## config.mk

```make
export PLATFORM = sky130hd
export DESIGN_NAME = cnc_lane
export DESIGN_NICKNAME = d
export VERILOG_FILES = /design/src/hw/rtl/cnc_pkg.sv /design/src/hw/rtl/cnc_lane.sv
export SDC_FILE = /design/constraint.sdc
export NUM_CORES = 1
export LEC_CHECK = 0
export ABC_AREA = 1
export BUFFER_PORTS_ARGS = -buffer_cell sky130_fd_sc_hd__buf_2
export CORE_AREA = 2 2 39 41
export DETAILED_ROUTE_END_ITERATION = 8
export DIE_AREA = 0 0 41 43
export GPL_TIMING_DRIVEN = 0
export SLEW_MARGIN = 20
export SYNTH_ARGS = -nofsm -noshare
export SYNTH_HDL_FRONTEND = slang
export SYNTH_SLANG_ARGS = --single-unit
```

## constraint.sdc

```tcl
create_clock -name vclk -period 0.9
set_clock_uncertainty 0.1 [all_clocks]
set_input_delay 0.09 -clock vclk [all_inputs]
set_output_delay 0.09 -clock vclk [all_outputs]
set_load 0.03 [all_outputs]
```

## src/hw/rtl/cnc_pkg.sv

```systemverilog
package cnc_pkg;

	localparam int unsigned IDX_W   = 13;
	localparam int unsigned WORD_W  = 64;
	localparam int unsigned BYTE_W  = 8;
	localparam int unsigned LANES   = WORD_W / BYTE_W;
	localparam int unsigned VERD_W  = 2;
	// largest map that the index field can reach
	localparam int unsigned IDX_SPAN = 1 << IDX_W;
	localparam logic [BYTE_W-1:0] BYTE_PRISTINE = '1;

	typedef enum logic {
		REQ_CHECK   = 1'b0,
		REQ_RESTORE = 1'b1
	} req_e;

	typedef enum logic [VERD_W-1:0] {
		VERD_NONE  = 2'd0,
		VERD_HITS  = 2'd1,
		VERD_EDGES = 2'd2
	} verdict_e;

	// what one lane reports about its byte
	typedef struct packed {
		logic [BYTE_W-1:0] bucket;
		logic [BYTE_W-1:0] virgin_next;
		logic              hit;
		logic              fresh;
	} lane_res_t;

	// per-item control carried through stage 1
	typedef struct packed {
		logic restore;
		logic in_range;
		logic last;
	} item_ctl_t;

	// merged result of one item
	typedef struct packed {
		logic [WORD_W-1:0] word;
		logic [WORD_W-1:0] virgin_next;
		verdict_e          verdict;
		logic              verdict_valid;
	} merge_res_t;

	// hit-count bucket of one raw counter
	function automatic logic [BYTE_W-1:0] bucket_byte(input logic [BYTE_W-1:0] b);
		logic [BYTE_W-1:0] r;
		priority if (b <= 8'd2) begin
			r = b;
		end else if (b == 8'd3) begin
			r = 8'd4;
		end else if (b <= 8'd7) begin
			r = 8'd8;
		end else if (b <= 8'd15) begin
			r = 8'd16;
		end else if (b <= 8'd31) begin
			r = 8'd32;
		end else if (b <= 8'd127) begin
			r = 8'd64;
		end else begin
			r = 8'd128;
		end
		return r;
	endfunction

endpackage

```

## src/hw/rtl/cnc_lane.sv

```systemverilog
module cnc_lane (
	input  logic [cnc_pkg::BYTE_W-1:0] raw,
	input  logic [cnc_pkg::BYTE_W-1:0] vir,
	output cnc_pkg::lane_res_t         res
);
	import cnc_pkg::*;

	logic [BYTE_W-1:0] bkt;

	// bucket the counter and test it against the virgin byte
	always_comb begin
		bkt             = bucket_byte(raw);
		res.bucket      = bkt;
		res.virgin_next = vir & ~bkt;
		res.hit         = |(bkt & vir);
		res.fresh       = (bkt != '0) && (vir == BYTE_PRISTINE);
	end

endmodule

```

==> key figures <==
Timing
  – Final min period: 1.17 ns
  – Total Neg Setup Slack: -2.04 ns
  – Worst Max-Slew Pin Slew: 0.316 ns
  – Min Hold Slack: 0.353 ns
  – Final count of hold timing violations: 0
  – Fmax: 858 MHz
  – Fin. max-slew vios: 0
  – Final setup vio count: 13
  – Final worst path period share: 129%
  – RSZ-0062 raised after global routing: true
  – Final WS setup: -0.265 ns
  – Slew HR: 78.7%

Routing
  – DRC viols: 0
  – Drt first pass iters: 2
  – Final wirelength: 1310 um
  – Max layer used: met4
  – Drt wl/cell: 10.3 um
  – Vias per cell: 4.52
  – Metal-1 WL: 464 um
  – Routed wl met2: 773 um
  – Via count: 574
  – Post-route ant nets: 0
  – Met3 routed WL: 50 um
  – Detailed router's first-iteration violation count: 1

Finish
  – Area grow syn2layout: 176%
  – Clock buffers: 0
  – Footprint of the multi-input gates: 404 um^2
  – Diode count: 0
  – # fillers: 132
  – Fin nets: 129
  – Sequential cell area: 0 um^2
  – Non-Filler Instances: 127
  – Num sequential: 0
  – Design area: 912 um^2
  – Fin util: 65.9%
  – Share of layout cells above drive strength 1: 65.8%

Logic synthesis
  – Synth area leader: inv_1
  – Most instantiated cells after synthesis: 19 x inv_1, 15 x nor2_1, 10 x nand2_1, 4 x nand3_1, 4 x nand4_1
  – Mapped Nets: 86
  – Simple-gate share of the synthesized area: 72.7%
  – Largest family of logic cells by synthesized area: simple AND/OR/NAND/NOR gates
  – Count leader, synth: inv_1
  – Netlist cell types: 15
  – Top cells by area, synth: inv_1 22%, nor2_1 17%, nand2_1 11%
  – Share of the synthesized area in the top cell type: 21.6%
  – Compound-Gate Fraction of Synth Area: 4.55%
  – Synth Area per Inst: 4.72 um^2
  – XOR/XNOR Fraction of Synth Area: 0%
  – Yosys Warn Count: 0
  – Sequential share of the synthesized area: 0%
  – Multiplexer share of the synthesized area: 0%
  – Adder-cell share of the synthesized area: 0%
  – Synth Cell Area: 330 um^2
  – Mapped Cells: 70

Pwr
  – Combinational share of power: 100.0%
  – Pwr dens: 436 nW/um^2
  – Reg power frac: 0%
  – Switching pwr: 0.223 mW
  – Switching share of power: 56.1%
  – Power Internal: 0.175 mW
  – Max VDD drop: 227 uV
  – Clock share of power: 0%
  – Leakage: 0.487 nW
  – Power consumption: 0.398 mW

Die
  – Initial Util: 23.9%
  – Core ar.: 1380 um^2
  – Die area: 1760 um^2
  – Height of the chip: 43 um
  – Die X: 41 um
  – Io pins: 34
  – Cell Rows: 14

Worst setup path
  – Worst Setup Start Kind: input port
  – Critical path arrival: 0.98 ns
  – WP data required: 0.71 ns
  – Critical path type: input port to output port
  – Worst setup EP type: output port
  – Crit-path max FO: 3

Placed design
  – Pre-CTS setup slack: -0.504 ns
  – Final HPWL DP: 1000 um
  – Placed cell area: 649 um^2
  – IO Port Bufs: 34
  – Cells after DPL: 120
  – Placer Congestion: 0.814

Outcome
  – Status: finished, violations left
  – Failing checks: negative setup slack

Global routing
  – Grt ovf: 0
  – Largest net degree at the start of global routing: 7
  – Global-route wire length before repair: 2260 um
  – Vias in the first global route: 576
  – GRT Resource Usage Total: 17.4%
  – Initial antenna violation count: 0

Worst hold path
  – Hold crit path type: input port to output port
  – WHS Path Cells: 3

Job
  – Maxcap violations: 0
[power by group through the flow]
stage / Sequential [mW] / Combinational, mW / Clock (mW)
2_1_floorplan: 0 / 0.185 / 0
3_3_place_gp: 0 / 0.294 / 0
3_5_place_dp: 0 / 0.295 / 0
4_1_cts: 0 / 0.381 / 0
5_1_grt: 0 / 0.426 / 0
6_report: 0 / 0.398 / 0
[what timing repair did]
item,CTS,global route
pin swaps,21,5
hold buffers,0,0
endpoints found under the setup margin,15,14
buffers inserted,5,2
resized for setup,54,8
hold endpoints to repair,0,0
[area by class of cell]
class / instances / share of cell area, %
well taps: 16 / 2.19
repair buffers: 41 / 42.2
inverters: 19 / 10.8
plain buffers: 1 / 0.412
multi-input cells: 50 / 44.3
[cell usage in the layout, fill, tap and decap left out, drive strengths merged]
cell type,netlist,layout
nor2,18,18
nand3,4,4
clkbuf,1,1
nand2,13,13
nor4,2,2
o21ai,2,2
or2,1,1
a21oi,1,1
nor3,5,5
buf,0,41
nand4,4,4
inv,19,19
[per-layer routing]
layer | vias to the layer above | global-route usage, %
met3 | 2 | 0.524
met4 | 0 | 3.33
met5 | - | 0
met2 | 15 | 30.9
li1 | 301 | -
met1 | 256 | 21.9
[logic make-up after synthesis]
| group | Yosys count |
|---|---|
| buf+inv | 20 |
| simple gates | 47 |
| compound gates | 3 |
[path summary, 6_finish.rpt]
kind	slack, ns	from	end
worst max-delay path	-0.27	raw[2]	res[0]
worst min-delay path	0.35	raw[5]	res[15]
[worst max-delay path: stages]
cell and delay [ns]:
buf_8 0.10, nor2_4 0.14, buf_6 0.11, nand4_1 0.16
nand3_2 0.13, nor2_4 0.05, nor2_4 0.08, buf_6 0.13
Power figures use the tool's default switching activity.
