<file path="src/hw/rtl/cnc_pkg.sv">
package cnc_pkg;

	localparam int unsigned IDX_W   = 13;
	localparam int unsigned WORD_W  = 64;
	localparam int unsigned BYTE_W  = 8;
	localparam int unsigned LANES   = WORD_W / BYTE_W;
	localparam int unsigned VERD_W  = 2;
	// largest map that the index field can reach
	localparam int unsigned IDX_SPAN = 1 << IDX_W;
	localparam logic [BYTE_W-1:0] BYTE_PRISTINE = '1;

	typedef enum logic {
		REQ_CHECK   = 1'b0,
		REQ_RESTORE = 1'b1
	} req_e;

	typedef enum logic [VERD_W-1:0] {
		VERD_NONE  = 2'd0,
		VERD_HITS  = 2'd1,
		VERD_EDGES = 2'd2
	} verdict_e;

	// what one lane reports about its byte
	typedef struct packed {
		logic [BYTE_W-1:0] bucket;
		logic [BYTE_W-1:0] virgin_next;
		logic              hit;
		logic              fresh;
	} lane_res_t;

	// per-item control carried through stage 1
	typedef struct packed {
		logic restore;
		logic in_range;
		logic last;
	} item_ctl_t;

	// merged result of one item
	typedef struct packed {
		logic [WORD_W-1:0] word;
		logic [WORD_W-1:0] virgin_next;
		verdict_e          verdict;
		logic              verdict_valid;
	} merge_res_t;

	// hit-count bucket of one raw counter
	function automatic logic [BYTE_W-1:0] bucket_byte(input logic [BYTE_W-1:0] b);
		logic [BYTE_W-1:0] r;
		priority if (b <= 8'd2) begin
			r = b;
		end else if (b == 8'd3) begin
			r = 8'd4;
		end else if (b <= 8'd7) begin
			r = 8'd8;
		end else if (b <= 8'd15) begin
			r = 8'd16;
		end else if (b <= 8'd31) begin
			r = 8'd32;
		end else if (b <= 8'd127) begin
			r = 8'd64;
		end else begin
			r = 8'd128;
		end
		return r;
	endfunction

endpackage

</file>
<file path="src/hw/rtl/cnc_merge.sv">
module cnc_merge (
	input  logic                                    clk,
	input  logic                                    arst_n,
	input  logic                                    fire,
	input  cnc_pkg::item_ctl_t                      ctl,
	input  cnc_pkg::lane_res_t [cnc_pkg::LANES-1:0] lanes,
	output cnc_pkg::merge_res_t                     res
);
	import cnc_pkg::*;

	verdict_e run_q;
	verdict_e run_next;
	logic     any_hit;
	logic     any_fresh;

	// combine lane findings, then the running verdict including this word
	always_comb begin
		any_hit   = 1'b0;
		any_fresh = 1'b0;
		for (int k = 0; k < LANES; k++) begin
			res.word[k*BYTE_W +: BYTE_W]        = lanes[k].bucket;
			res.virgin_next[k*BYTE_W +: BYTE_W] = lanes[k].virgin_next;
			any_hit   = any_hit | lanes[k].hit;
			any_fresh = any_fresh | lanes[k].fresh;
		end
		if (ctl.restore) begin
			res.word = '0;
		end
		run_next = run_q;
		if (!ctl.restore && ctl.in_range && any_hit && run_q != VERD_EDGES) begin
			run_next = any_fresh ? VERD_EDGES : VERD_HITS;
		end
		res.verdict_valid = !ctl.restore && ctl.last;
		res.verdict       = res.verdict_valid ? run_next : VERD_NONE;
	end

	// hold the verdict across a run, clear it on the last word
	always_ff @(posedge clk or negedge arst_n) begin
		if (!arst_n) begin
			run_q <= VERD_NONE;
		end else if (fire && !ctl.restore) begin
			run_q <= ctl.last ? VERD_NONE : run_next;
		end
	end

endmodule

</file>
<file path="config.mk">
export PLATFORM = sky130hd
export DESIGN_NAME = cnc_merge
export DESIGN_NICKNAME = d
export VERILOG_FILES = /design/src/hw/rtl/cnc_pkg.sv /design/src/hw/rtl/cnc_merge.sv
export SDC_FILE = /design/constraint.sdc
export NUM_CORES = 1
export LEC_CHECK = 0
export BUFFER_PORTS_ARGS = -buffer_cell sky130_fd_sc_hd__buf_2
export CORE_AREA = 2 2 108 110
export DETAILED_ROUTE_END_ITERATION = 8
export DIE_AREA = 0 0 110 112
export PLACE_DENSITY_LB_ADDON = 0.08
export SETUP_SLACK_MARGIN = 0.05
export SLEW_MARGIN = 10
export SYNTH_ARGS = -nofsm -noshare
export SYNTH_HDL_FRONTEND = slang
export SYNTH_SLANG_ARGS = --single-unit
</file>
<file path="constraint.sdc">
create_clock -name clk -period 3.7 [get_ports clk]
set_clock_uncertainty 0.05 [all_clocks]
set_input_delay 0.37 -clock clk [delete_from_list [all_inputs] [get_ports clk]]
set_output_delay 0.37 -clock clk [all_outputs]
set_load 0.02 [all_outputs]
</file>
==> results.txt, run 1 <==
* Result of the run: completed
- Top flop regs: run_q (2)
- During synthesis, Yosys emitted a total of 0 warnings.
* Placed wire-length estimate after detailed placement: roughly 3.6 mm
- Total Routed Length: 4.129 mm
- For this run, design rule violations remaining after detail routing come to 0.
* Placement row count: 39
- Leading post-synthesis cells by cell area: sky130_fd_sc_hd__buf_4, sky130_fd_sc_hd__nor2b_1, sky130_fd_sc_hd__dfrtp_1
- After detailed routing, the number of vias per cell comes to 3.163.
- Along the worst path, the maximum fanout reaches 5.
* Most common library cells after synthesis: sky130_fd_sc_hd__nor2b_1, sky130_fd_sc_hd__buf_4, sky130_fd_sc_hd__buf_1
* Antenna violations before repair: 0
- Vias after detailed routing: around 1200
- Critical path data arrival time: 1.71 ns
- Average cell area after synthesis: between 7 and 8 um2
- Max-cap violations in this run came to 0.
- CTS root buffer: sky130_fd_sc_hd__clkbuf_16
* Maximum vdd drop: just over 0.00009 V
- Reg2reg start: run_q[1]
* Time the worst path needs with I/O delays and setup: ~2.1 ns
* Most frequently used cell type in the post-synthesis netlist: sky130_fd_sc_hd__nor2b_1
* Maximum number of pins on one net before global-route repair: 67
* Number of antenna cells inserted: 0
- By startpoint and endpoint, the worst setup path is classified as register to output pin.
- The multi-input combinational cells in the finished layout cover a total of ~580 um2.
- Min-Delay Path Class: primary input to register
- Register area: 50.05 um2
* Final Max Slew Viols: 0
- P&R area growth vs syn: 46.10%
* Sort of element at the start of the critical path: register
* Power density over the cells: 251.3 mW/mm2
- Layout filler cell count: about 1300
* First-pass detailed-route iteration total: 4
- During I/O placement, the number of pins put on the boundary was between 200 and 300.
* Final-report setup violation count: 0
- Static timing analysis puts the maximum clock frequency at roughly 470 MHz.
- After the last flow step, the layout net total stands at 395.
- The first global-routing pass estimated 5.644 mm of wire.
- Final Power: 0.4185 mW
* Setup repair after global routing missed its margin: false
* Iter 0 DRT Violations: 13
- After clock tree synthesis, the repair step resized 0 gates.
- Flip-flop and latch count after synthesis: 2
- Instance count of the mapped netlist: 157
- For this run, the leading register cell type out of synthesis is sky130_fd_sc_hd__dfrtp_1.
- The clock net in this run drives a total of 2 sinks.
- CTS HTree Levels: 1
* Critical Path End Type: output pin
- Most flops, register: run_q
* Final weighted congestion in routability-driven placement: 0.6371
* Die footprint: about 0.012 mm2
- Of the available clock period, the critical path in the final layout requires 57.60%.
- Hold_ws: 0.3541 ns
* Actual slew at the worst max-slew pin: between 0.6 and 0.7 ns
- Remaining antenna violation count after routing: 0
- The register with the most flip-flops in the layout has 2 of them.
- Smallest setup slack after layout: 1.569 ns
* Required time worst endpoint: approximately 3.3 ns
- Starting Density: 10.20%
* Minimum setup slack after placement: approximately 1.7 ns
- Post-CTS clock slew at the launch and capture registers of the worst setup and hold paths: 0.03 ns
* Count of unique library cells instantiated by Yosys: 21
- In this run the biggest area consumer among cell types represents approximately 42% of the synthesized area.
* Hold Startpoint: ctl[0]
- Total grt overflow: 0
* Cts bufs inserted: 3
- The synthesized netlist occupies a cell area of 0.001140 mm2.
* Number of buffers inserted by port buffering: around 150
- Synthesized net count: around 310
* Worst relative slew slack: 57.22%
* Max Root-Sink Buffers: 2
- GRT Total Usage: between 5 and 6%
* Setup crit start: run_q[1]
* Sequential-to-total area share from yosys stat: 4.391%
- In the final routed layout, each cell accounts on average for 10.70 um.
- In the final layout, the share of cells above drive strength 1 is about two thirds.
* Number of flops mapped to enable cells by yosys: 0
* Via count of the first global-routing pass: 1082
- Summed over all cells, the static leakage comes to between 0.9 and 1 nW.
* Utilization after layout: ~15%
* Total negative setup slack: 0 ns
- The final hold violation count was 0.
- Vertical die dimension: 112 um
* Core Region: ~0.011 mm2
- The synthesized design spends more area on one cell type than any other, namely sky130_fd_sc_hd__buf_4.
- In this run the horizontal extent of the chip is 110 um.
- Fraction of registers with async set or reset after synthesis: 100.0%
- TritonCTS built the clock tree.
- Clk Latency, worst-skew pair: between 0.2 and 0.25 ns
## layer usage
layer / global-route usage, % / vias up / part of all wire, %
met1: 6.307 / 515 / 34
met2: 9.939 / 88 / 50
met3: 1.874 / 24 / 12
li1: - / 594 / -
met4: 3.882 / 0 / 3.3
met5: 0 / - / 0
## cells by family after synthesis
family / Yosys count / synth area share [%]
buffers and inverters: 72 / 44.79
AND/OR/NAND/NOR: 76 / 43.69
flip-flops: 2 / 4.391
AO/OA/AOI/OAI: 6 / 6.257
multiplexers: 1 / 0.8782
## cell usage in the layout (no fill, tap or decap), drive strengths merged
master	synthesis	layout
clkbuf	1	3
mux2i	1	1
dfrtp	2	2
a21oi	1	1
buf	70	153
clkinv	1	1
nand2	2	2
or3b	1	1
o21ai	1	1
o211a	1	1
a2111oi	1	1
dlygate4sd3	0	1
o311ai	1	1
nand3	1	1
nand2b	1	1
a21boi	1	1
or2b	1	1
nor2b	66	66
nor4	4	4
## what timing repair did
action / CTS / global route
buffers inserted: 0 / 0
hold buffers: 1 / 0
setup endpoints to repair: 0 / 0
endpoints found under the hold margin: 2 / 0
## worst max-delay path, stage by stage (launching register included)
cell and delay (ns):
sky130_fd_sc_hd__dfrtp_1 0.39, sky130_fd_sc_hd__nor2b_4 0.14, sky130_fd_sc_hd__a2111oi_4 0.46, sky130_fd_sc_hd__nand3_2 0.17
sky130_fd_sc_hd__a21boi_1 0.15, sky130_fd_sc_hd__buf_2 0.18
## layout make-up
cell class / count / share of cell area, %
timing repair buffer: 154 / 46.73
clock buffer: 3 / 4.508
multi-input combinational: 83 / 34.79
sequential: 2 / 3.005
tap: 143 / 10.74
inverter: 1 / 0.2254
## power breakdown
group,switching (mW),internal [mW],leakage [nW]
logic,0.114,0.103,0.861
clock network,0.0228,0.137,0.0370
registers,0.0106,0.0305,0.0229
## per-stage QoR
| stage | instances | cell area (um2) |
|---|---|---|
| floorplan | 157 | 1140 |
| global placement | 382 | 1580 |
| detailed placement | 382 | 1580 |
| CTS | 386 | 1665 |
| global route | 386 | 1665 |
| finish | 386 | 1665 |
## path summary, 6_finish.rpt
path / slack (ns) / depth (start not counted) / to
min: 0.35 / 2 / run_q[1]
max: 1.57 / 5 / res[1]
max in group asynchronous: 3.07 / 2 / run_q[1]
max reg2reg: 2.11 / 4 / run_q[0]
min in group asynchronous: 0.43 / 2 / run_q[0]
min reg2reg: 0.50 / 2 / run_q[1]
No activity file was read; power rests on OpenSTA's default activity.
==> inputs of run 2 (changes only) <==
==> constraint.sdc (replaced) <==
create_clock -name clk -period 1.9 [get_ports clk]
set_clock_uncertainty 0.05 [all_clocks]
set_input_delay 0.19 -clock clk [delete_from_list [all_inputs] [get_ports clk]]
set_output_delay 0.19 -clock clk [all_outputs]
set_load 0.02 [all_outputs]
==> run 2 against run 1 <==
Compared with the run above: core utilization up 0.39 points; global-route usage is 0.096 points higher; die area unchanged; worst setup slack worse by 1.5 ns; critical path depth is 1 higher; routed wire length grew 3.3%; sequential cell count unchanged; sequential share of layout area fell by 0.077 points; final cell count up 1.3%; power grew 100%; combinational power rose by 110%; largest power group unchanged.
==> results.txt, run 2 (synthesized netlist as in run 1, its figures left out) <==
- Multi-input logic area: 579.3 um2 (unchanged)
* Die footprint: 0.01232 mm2 (unchanged)
- Placed wire-length estimate after detailed placement: 3.695 mm (+3.4%)
- CTS tree: built
* Required time worst endpoint: 1.66 ns (-1.62 ns)
* Utilization after layout: 15.30% (+0.39 points)
- The port buffer count is 152 (unchanged).
* Post-CTS clock slew at the launch and capture registers of the worst setup and hold paths: 0.03 ns (about the same)
- Maximum number of pins on one net before global-route repair: 46 (-31%)
- The max-capacitance violation count came to 0 (unchanged).
- The transition at the pin with the smallest max-transition slack came to 0.4869 ns (-0.1548 ns).
* Proportion of power drawn by the clock network: 37.3% (-0.9 points)
- Period utilisation layout: 95.88%
- The later-pin clock latency in the skew report is 0.22 ns (about the same).
- Based on the critical path, the design can be clocked at up to 548.9 MHz.
* Leakage Power: 0.9454 nW (+2.7%)
* Via density: 3.153 (-0.31%)
* Setup repair after global routing missed its margin: true
- The tree is rooted in a sky130_fd_sc_hd__clkbuf_16.
- Starting Density: 10.20% (unchanged)
- The number of CTS-inserted buffers was 3 (unchanged).
* Internal: 0.5470 mW (+100%)
- Critical Path End Type: output pin
- Cell-by-cell trace of the critical path: nor2b_4 -> a2111oi_4 -> buf_4 -> or2b_1 -> a21boi_1 -> buf_2
- The worst hold path belongs to the class primary input to register.
- Top flop regs: run_q (2)
* Most common cell after layout, fill and taps aside: sky130_fd_sc_hd__buf_2
- The logic depth of the worst register-to-register path was 5 (+1).
* Ports: 281 (unchanged)
- Count of nets after finishing: 400 (+1.3%)
* Hold_ws: 0.1660 ns (-0.1880 ns)
* CP Depth: 6 (+1)
* Cell with the largest stage delay on the worst path: sky130_fd_sc_hd__dfrtp_1
- Switching component of the power: 0.2952 mW (+100%)
- The residual antenna-violating net count after detailed routing is 0 (unchanged).
* Setup slack of the most critical reg-to-reg path: 0.35 ns (-1.76 ns)
- Slowest Stage Delay on Critical Path: 0.38 ns (-0.08 ns)
- The relative slew slack is 67.24% (+10 points).
* Vertical die dimension: 112 um (unchanged)
- The power density normalized to cell area was 492.8 mW/mm2 (+96%).
- Die width: 110 um (unchanged)
* Total grt overflow: 0 (unchanged)
- Register share of total power: 9.3% (-0.5 points)
* Critical path buffers and inverters: 2 (+1)
- The core area was 0.01117 mm2 (unchanged).
* Max Root-Sink Buffers: 2 (unchanged)
* DRC violation count after routing: 0 (unchanged)
- Flip-flop count of the largest register after layout: 2 (unchanged)
- In this run the critical register-to-register path is captured at run_q[0].
- Via count of the first global-routing pass: 1094 (+1.1%)
- The maximum level of the CTS H-tree is 1 (unchanged).
* Most flops, register: run_q
- P&R area growth vs syn: 49.95%
- Clock sink count: 2 (unchanged)
- Worst Setup EP: res[1]
- Result of the run: completed
- The number of standard-cell rows in the floorplan came to 39 (unchanged).
- Commonest cells after routing, fill and taps aside: sky130_fd_sc_hd__buf_2, sky130_fd_sc_hd__nor2b_1, sky130_fd_sc_hd__buf_4
- The cell family contributing the most delay on the critical path is compound AO/OA/AOI/OAI gates.
- Vias after detailed routing: 1233 (+0.98%)
- The worst supply voltage drop on vdd was 0.0002015 V (+120%).
* Register area: 50.05 um2 (unchanged)
* Sort of element at the start of the critical path: register
- Share of layout cells above drive strength 1: 67.34% (+0.67 points)
- The DRC marker count from the first detailed-route iteration was 11 (-2).
* Final Max Slew Viols: 0 (unchanged)
- Critical path data arrival time: 1.58 ns (-0.13 ns)
- Maximum fanout along the worst path: 4 (-1)
- The switching power share of the total is 35.05% (-0.17 points).
- The overall track demand over capacity in global routing is 6.038% (+0.096 points).
- Setup crit start: run_q[1]
* Final weighted congestion in routability-driven placement: 0.6832 (+7.2%)
- WS Path Type: register to output pin
* Hold Startpoint: ctl[0]
* First-pass detailed-route iteration total: 4 (unchanged)
* Combinational fraction of design power: 53.4% (+1.5 points)
- Final-report hold violation count: 0 (unchanged)
* Number of antenna cells inserted: 0 (unchanged)
- Antenna violations before repair: 0 (unchanged)
- Time the worst path needs with I/O delays and setup: 1.822 ns
- The wire length of the first global-routing pass came to 5.671 mm (+0.48%).
* Layout filler cell count: 1324 (+0.99%)
* Total Routed Length: 4.266 mm (+3.3%)
* Final-report setup violation count: 0 (unchanged)
- The average detailed-routed wire length per instance is 10.91 um (+2.0%).
* Reg2reg start: run_q[1]
-- run 2: final cells by class --
class / count / area share, %
timing repair buffer: 159 / 48.10
inverter: 1 / 0.2196
sequential: 2 / 2.928
multi-input combinational: 83 / 33.89
tap: 143 / 10.47
clock buffer: 3 / 4.392
-- run 2: power by group through the flow --
stage / Sequential (mW) / Combinational (mW) / Clock [mW]
2_1_floorplan: 0.0763 / 0.449 / 0
3_3_place_gp: 0.0808 / 0.436 / 0
3_5_place_dp: 0.0807 / 0.432 / 0
4_1_cts: 0.0803 / 0.438 / 0.318
5_1_grt: 0.0831 / 0.489 / 0.322
6_report: 0.0786 / 0.450 / 0.314
-- run 2: worst min path at each step --
stage,endpoint,slack [ns],depth (start not counted)
after global placement,run_q[0],-0.06,1
after floorplan,run_q[0],-0.16,0
final,run_q[1],0.17,2
after global routing,run_q[1],0.18,2
after detailed placement,run_q[0],-0.06,1
after CTS,run_q[1],0.16,2
-- run 2: through the flow --
stage	setup TNS (ns)	cell area [um2]	total power [mW]	std cells	worst slack, ns
2_1_floorplan	0	1140	0.5255	157	0.2204
3_3_place_gp	0	1588	0.5164	383	0.1462
3_5_place_dp	0	1588	0.5126	383	0.1157
4_1_cts	0	1688	0.8369	389	0.05434
5_1_grt	-0.01623	1709	0.8946	391	-0.01623
6_report	0	1709	0.8422	391	0.07825
-- run 2: timing repair --
action,4_1_cts,5_1_grt
setup endpoints to repair,2,2
setup buffers,2,2
endpoints found under the hold margin,2,0
hold buffers,1,0
resized for setup,0,2
pin swaps,1,1
-- run 2: metal layers --
| layer | wire length (um) | GRT usage, % | vias up |
|---|---|---|---|
| met1 | 1577 | 6.591 | 513 |
| met4 | 127 | 4.388 | 0 |
| met3 | 525 | 1.815 | 25 |
| met5 | 0 | 0 | - |
| met2 | 2036 | 9.734 | 91 |
| li1 | - | - | 604 |
==> inputs of run 3 (changes only) <==
--- a/config.mk
+++ b/config.mk
@@ -9,7 +9,7 @@
 export CORE_AREA = 2 2 108 110
 export DETAILED_ROUTE_END_ITERATION = 8
 export DIE_AREA = 0 0 110 112
-export PLACE_DENSITY_LB_ADDON = 0.08
+export PLACE_DENSITY_LB_ADDON = 0.15
 export SETUP_SLACK_MARGIN = 0.05
 export SLEW_MARGIN = 10
 export SYNTH_ARGS = -nofsm -noshare
==> run 3 against run 2 <==
Compared with the run above: power fell by 1.0%; global-route usage decreased by 0.44 points; register-to-register slack worse by 0.06 ns; clock power barely moved; largest power group unchanged; highest routed layer unchanged.
==> results.txt, run 3 (synthesized netlist as in run 1, its figures left out) <==
- The maximum level of the CTS H-tree came to 1 (unchanged).
- Vertical die dimension: 112 um (unchanged)
- The data arrival time of the critical path came to 1.56 ns (-0.02 ns).
- The final weighted congestion in routability-driven placement came to 0.7063 (+3.4%).
- Die width: 110 um (unchanged)
* Fmax: 555.3 MHz (+1.2%)
- The worst hold path begins at ctl[0].
* Cts bufs inserted: 3 (unchanged)
* Cell with the largest stage delay on the worst path: sky130_fd_sc_hd__dfrtp_1
- GRT Total Usage: 5.596% (-0.44 points)
- Actual slew at the worst max-slew pin: 0.4424 ns (-0.04448 ns)
- Met1 layer wirelength in the final routing: 1.228 mm (-22%)
- The worst register-to-register path begins at run_q[1].
- The logic depth of the worst register-to-register path was 5 (unchanged).
- The number of clock sinks seen by CTS was 2 (unchanged).
- Net switching fraction of the power: 35.14% (+0.088 points)
- Slowest Stage Delay on Critical Path: 0.39 ns (about the same)
- The worst reg-to-reg setup slack was 0.29 ns (-0.06 ns).
- Min-Delay Path Class: primary input to register
* Share of layout cells above drive strength 1: 67.61% (+0.27 points)
- The wire length of the first global-routing pass came to 5.464 mm (-3.7%).
- Top delay family on crit path: compound AO/OA/AOI/OAI gates
- The worst supply voltage drop on vdd is 0.0002226 V (+11%).
- The final total negative setup slack was 0 ns (unchanged).
- Total Routed Length: 3.900 mm (-8.6%)
* P&R area growth vs syn: 49.84% (about the same)
* Die footprint: 0.01232 mm2 (unchanged)
- The sum of internal, switching and leakage power was 0.8335 mW (-1.0%).
- TritonCTS built the clock tree.
- Max Root-Sink Buffers: 2 (unchanged)
- DRC violation count after routing: 0 (unchanged)
- The met3 wire length was 656 um (+25%).
- Critical path buffers and inverters: 1 (-1)
- The cell-internal power came to 0.5407 mW (-1.2%).
- Commonest cells after routing, fill and taps aside: sky130_fd_sc_hd__buf_2, sky130_fd_sc_hd__nor2b_1, sky130_fd_sc_hd__buf_4
* Most common cell after layout, fill and taps aside: sky130_fd_sc_hd__buf_2
- Critical Path End Type: output pin
- Final Max Slew Viols: 0 (unchanged)
* Maximum number of pins on one net before global-route repair: 39 (-15%)
* Placement row count: 39 (unchanged)
* Multi-input logic area: 583.1 um2 (+0.65%)
* Setup repair after global routing missed its margin: true
- Leakage Power: 0.9417 nW (-0.40%)
- First-pass detailed-route iteration total: 3 (-1)
- The critical path required time came to 1.66 ns (about the same).
- Highest metal used: met4
- Total grt overflow: 0 (unchanged)
- The number of diodes added for antenna fixing came to 0 (unchanged).
- Placed wire-length estimate after detailed placement: 3.425 mm (-7.3%)
* Combinational fraction of design power: 52.7% (-0.7 points)
- Worst r2r dst: run_q[0]
- Register area: 50.05 um2 (unchanged)
- Most flops, register: run_q
- The final number of setup-violating endpoints came to 0 (unchanged).
* Routed length per placed instance: 10.00 um (-8.3%)
* Layout filler cell count: 1310 (-1.1%)
* Count of nets after finishing: 399 (-0.25%)
- The residual antenna-violating net count after detailed routing is 0 (unchanged).
* Via count of the first global-routing pass: 1255 (+15%)
* WHS Path Cells: 2 (unchanged)
- Met2 layer wire length in the routed design: 1.894 mm (-7.0%)
- Power density over the cells: 488.0 mW/mm2 (-0.96%)
* Switching component of the power: 0.2929 mW (-0.79%)
* Clk Latency, worst-skew pair: 0.22 ns (about the same)
- Top flop regs: run_q (2)
- Max cap viols: 0 (unchanged)
- The peak fanout along the critical path was 4 (unchanged).
- The overall via count from detail_route came to 1275 (+3.4%).
- The core area was 0.01117 mm2 (unchanged).
* Antenna violations before repair: 1 (+1)
* Starting Density: 10.20% (unchanged)
- Flip-flop count of the largest register after layout: 2 (unchanged)
* Cell-by-cell trace of the critical path: nor2b_4 -> a2111oi_4 -> nand3_2 -> o211a_1 -> buf_6
* WS Path Type: register to output pin
* Sort of element at the start of the critical path: register
- Proportion of power drawn by the clock network: 37.7% (+0.4 points)
- Ports: 281 (unchanged)
- The DRC marker count from the first detailed-route iteration is 13 (+2).
- The flow ran to the end, and the final reports show no timing, DRC or antenna violations.
- The relative slew slack came to 70.23% (+3.0 points).
* Period utilisation layout: 94.78% (-1.1 points)
* CTS root buffer: sky130_fd_sc_hd__clkbuf_16
- The minimum clock period is 1.801 ns (-0.02093 ns).
- The path with the worst hold slack has its endpoint at run_q[1].
- Via density: 3.269 (+3.7%)
- The port buffer count came to 152 (unchanged).
* Register share of total power: 9.6% (+0.3 points)
- Final-report hold violation count: 0 (unchanged)
* Post-CTS clock slew at the launch and capture registers of the worst setup and hold paths: 0.03 ns (about the same)
==> run 3: final cells by class <==
cell class	count	share of cell area (%)
Timing Repair Buffer	158	47.84
Multi-Input combinational cell	83	34.14
Tap cell	143	10.48
Clock buffer	3	4.396
Sequential cell	2	2.930
Inverter	1	0.2198
==> run 3: timing repair <==
action	in CTS	in global routing
gates cloned	0	0
endpoints found under the hold margin	2	0
pin swaps	1	0
buffers inserted	2	0
endpoints found under the setup margin	2	2
gates resized for setup	0	4
hold buffers	1	0
==> run 3: worst max path at each step <==
stage | start | to | slack [ns] | cells after the start
6_report | run_q[1] | res[2] | 0.1 | 5
5_1_grt | run_q[1] | res[2] | 0.02 | 5
4_1_cts | run_q[1] | res[2] | 0.07 | 5
3_5_place_dp | lanes[73] | res[1] | 0.23 | 6
3_3_place_gp | run_q[1] | res[1] | 0.25 | 5
2_1_floorplan | run_q[1] | res[1] | 0.22 | 4
==> run 3: per-stage QoR <==
stage | hold WS, ns | worst slack, ns | area [um2] | utilization, % | instances
floorplan | -0.1556 | 0.2204 | 1140 | - | 157
global placement | -0.06871 | 0.2452 | 1595 | 14.28 | 384
detailed placement | -0.06785 | 0.2331 | 1595 | 14.28 | 384
CTS | 0.1659 | 0.07042 | 1695 | 15.17 | 390
global route | 0.1947 | 0.01692 | 1708 | 15.28 | 390
finish | 0.1666 | 0.09918 | 1708 | 15.28 | 390
==> run 3: per-layer routing <==
metal | GRT usage (%) | vias up
li1 | - | 603
met4 | 2.700 | 0
met1 | 4.894 | 540
met5 | 0 | -
met2 | 10.02 | 114
met3 | 3.220 | 18
==> run 3: worst register-to-register path, stage by stage (launching register included) <==
cell and delay, ns:
sky130_fd_sc_hd__dfrtp_1 0.39, sky130_fd_sc_hd__nor2b_4 0.14, sky130_fd_sc_hd__a2111oi_4 0.33, sky130_fd_sc_hd__nand3_2 0.16, sky130_fd_sc_hd__buf_4 0.17, sky130_fd_sc_hd__o311ai_2 0.25
==> run 3: power groups by stage <==
| stage | Sequential (mW) | Combinational, mW | Clock (mW) |
|---|---|---|---|
| after floorplan | 0.0763 | 0.449 | 0 |
| after global placement | 0.0815 | 0.435 | 0 |
| after detailed placement | 0.0802 | 0.436 | 0 |
| after CTS | 0.0801 | 0.441 | 0.317 |
| after global routing | 0.0813 | 0.481 | 0.325 |
| final | 0.0803 | 0.439 | 0.314 |
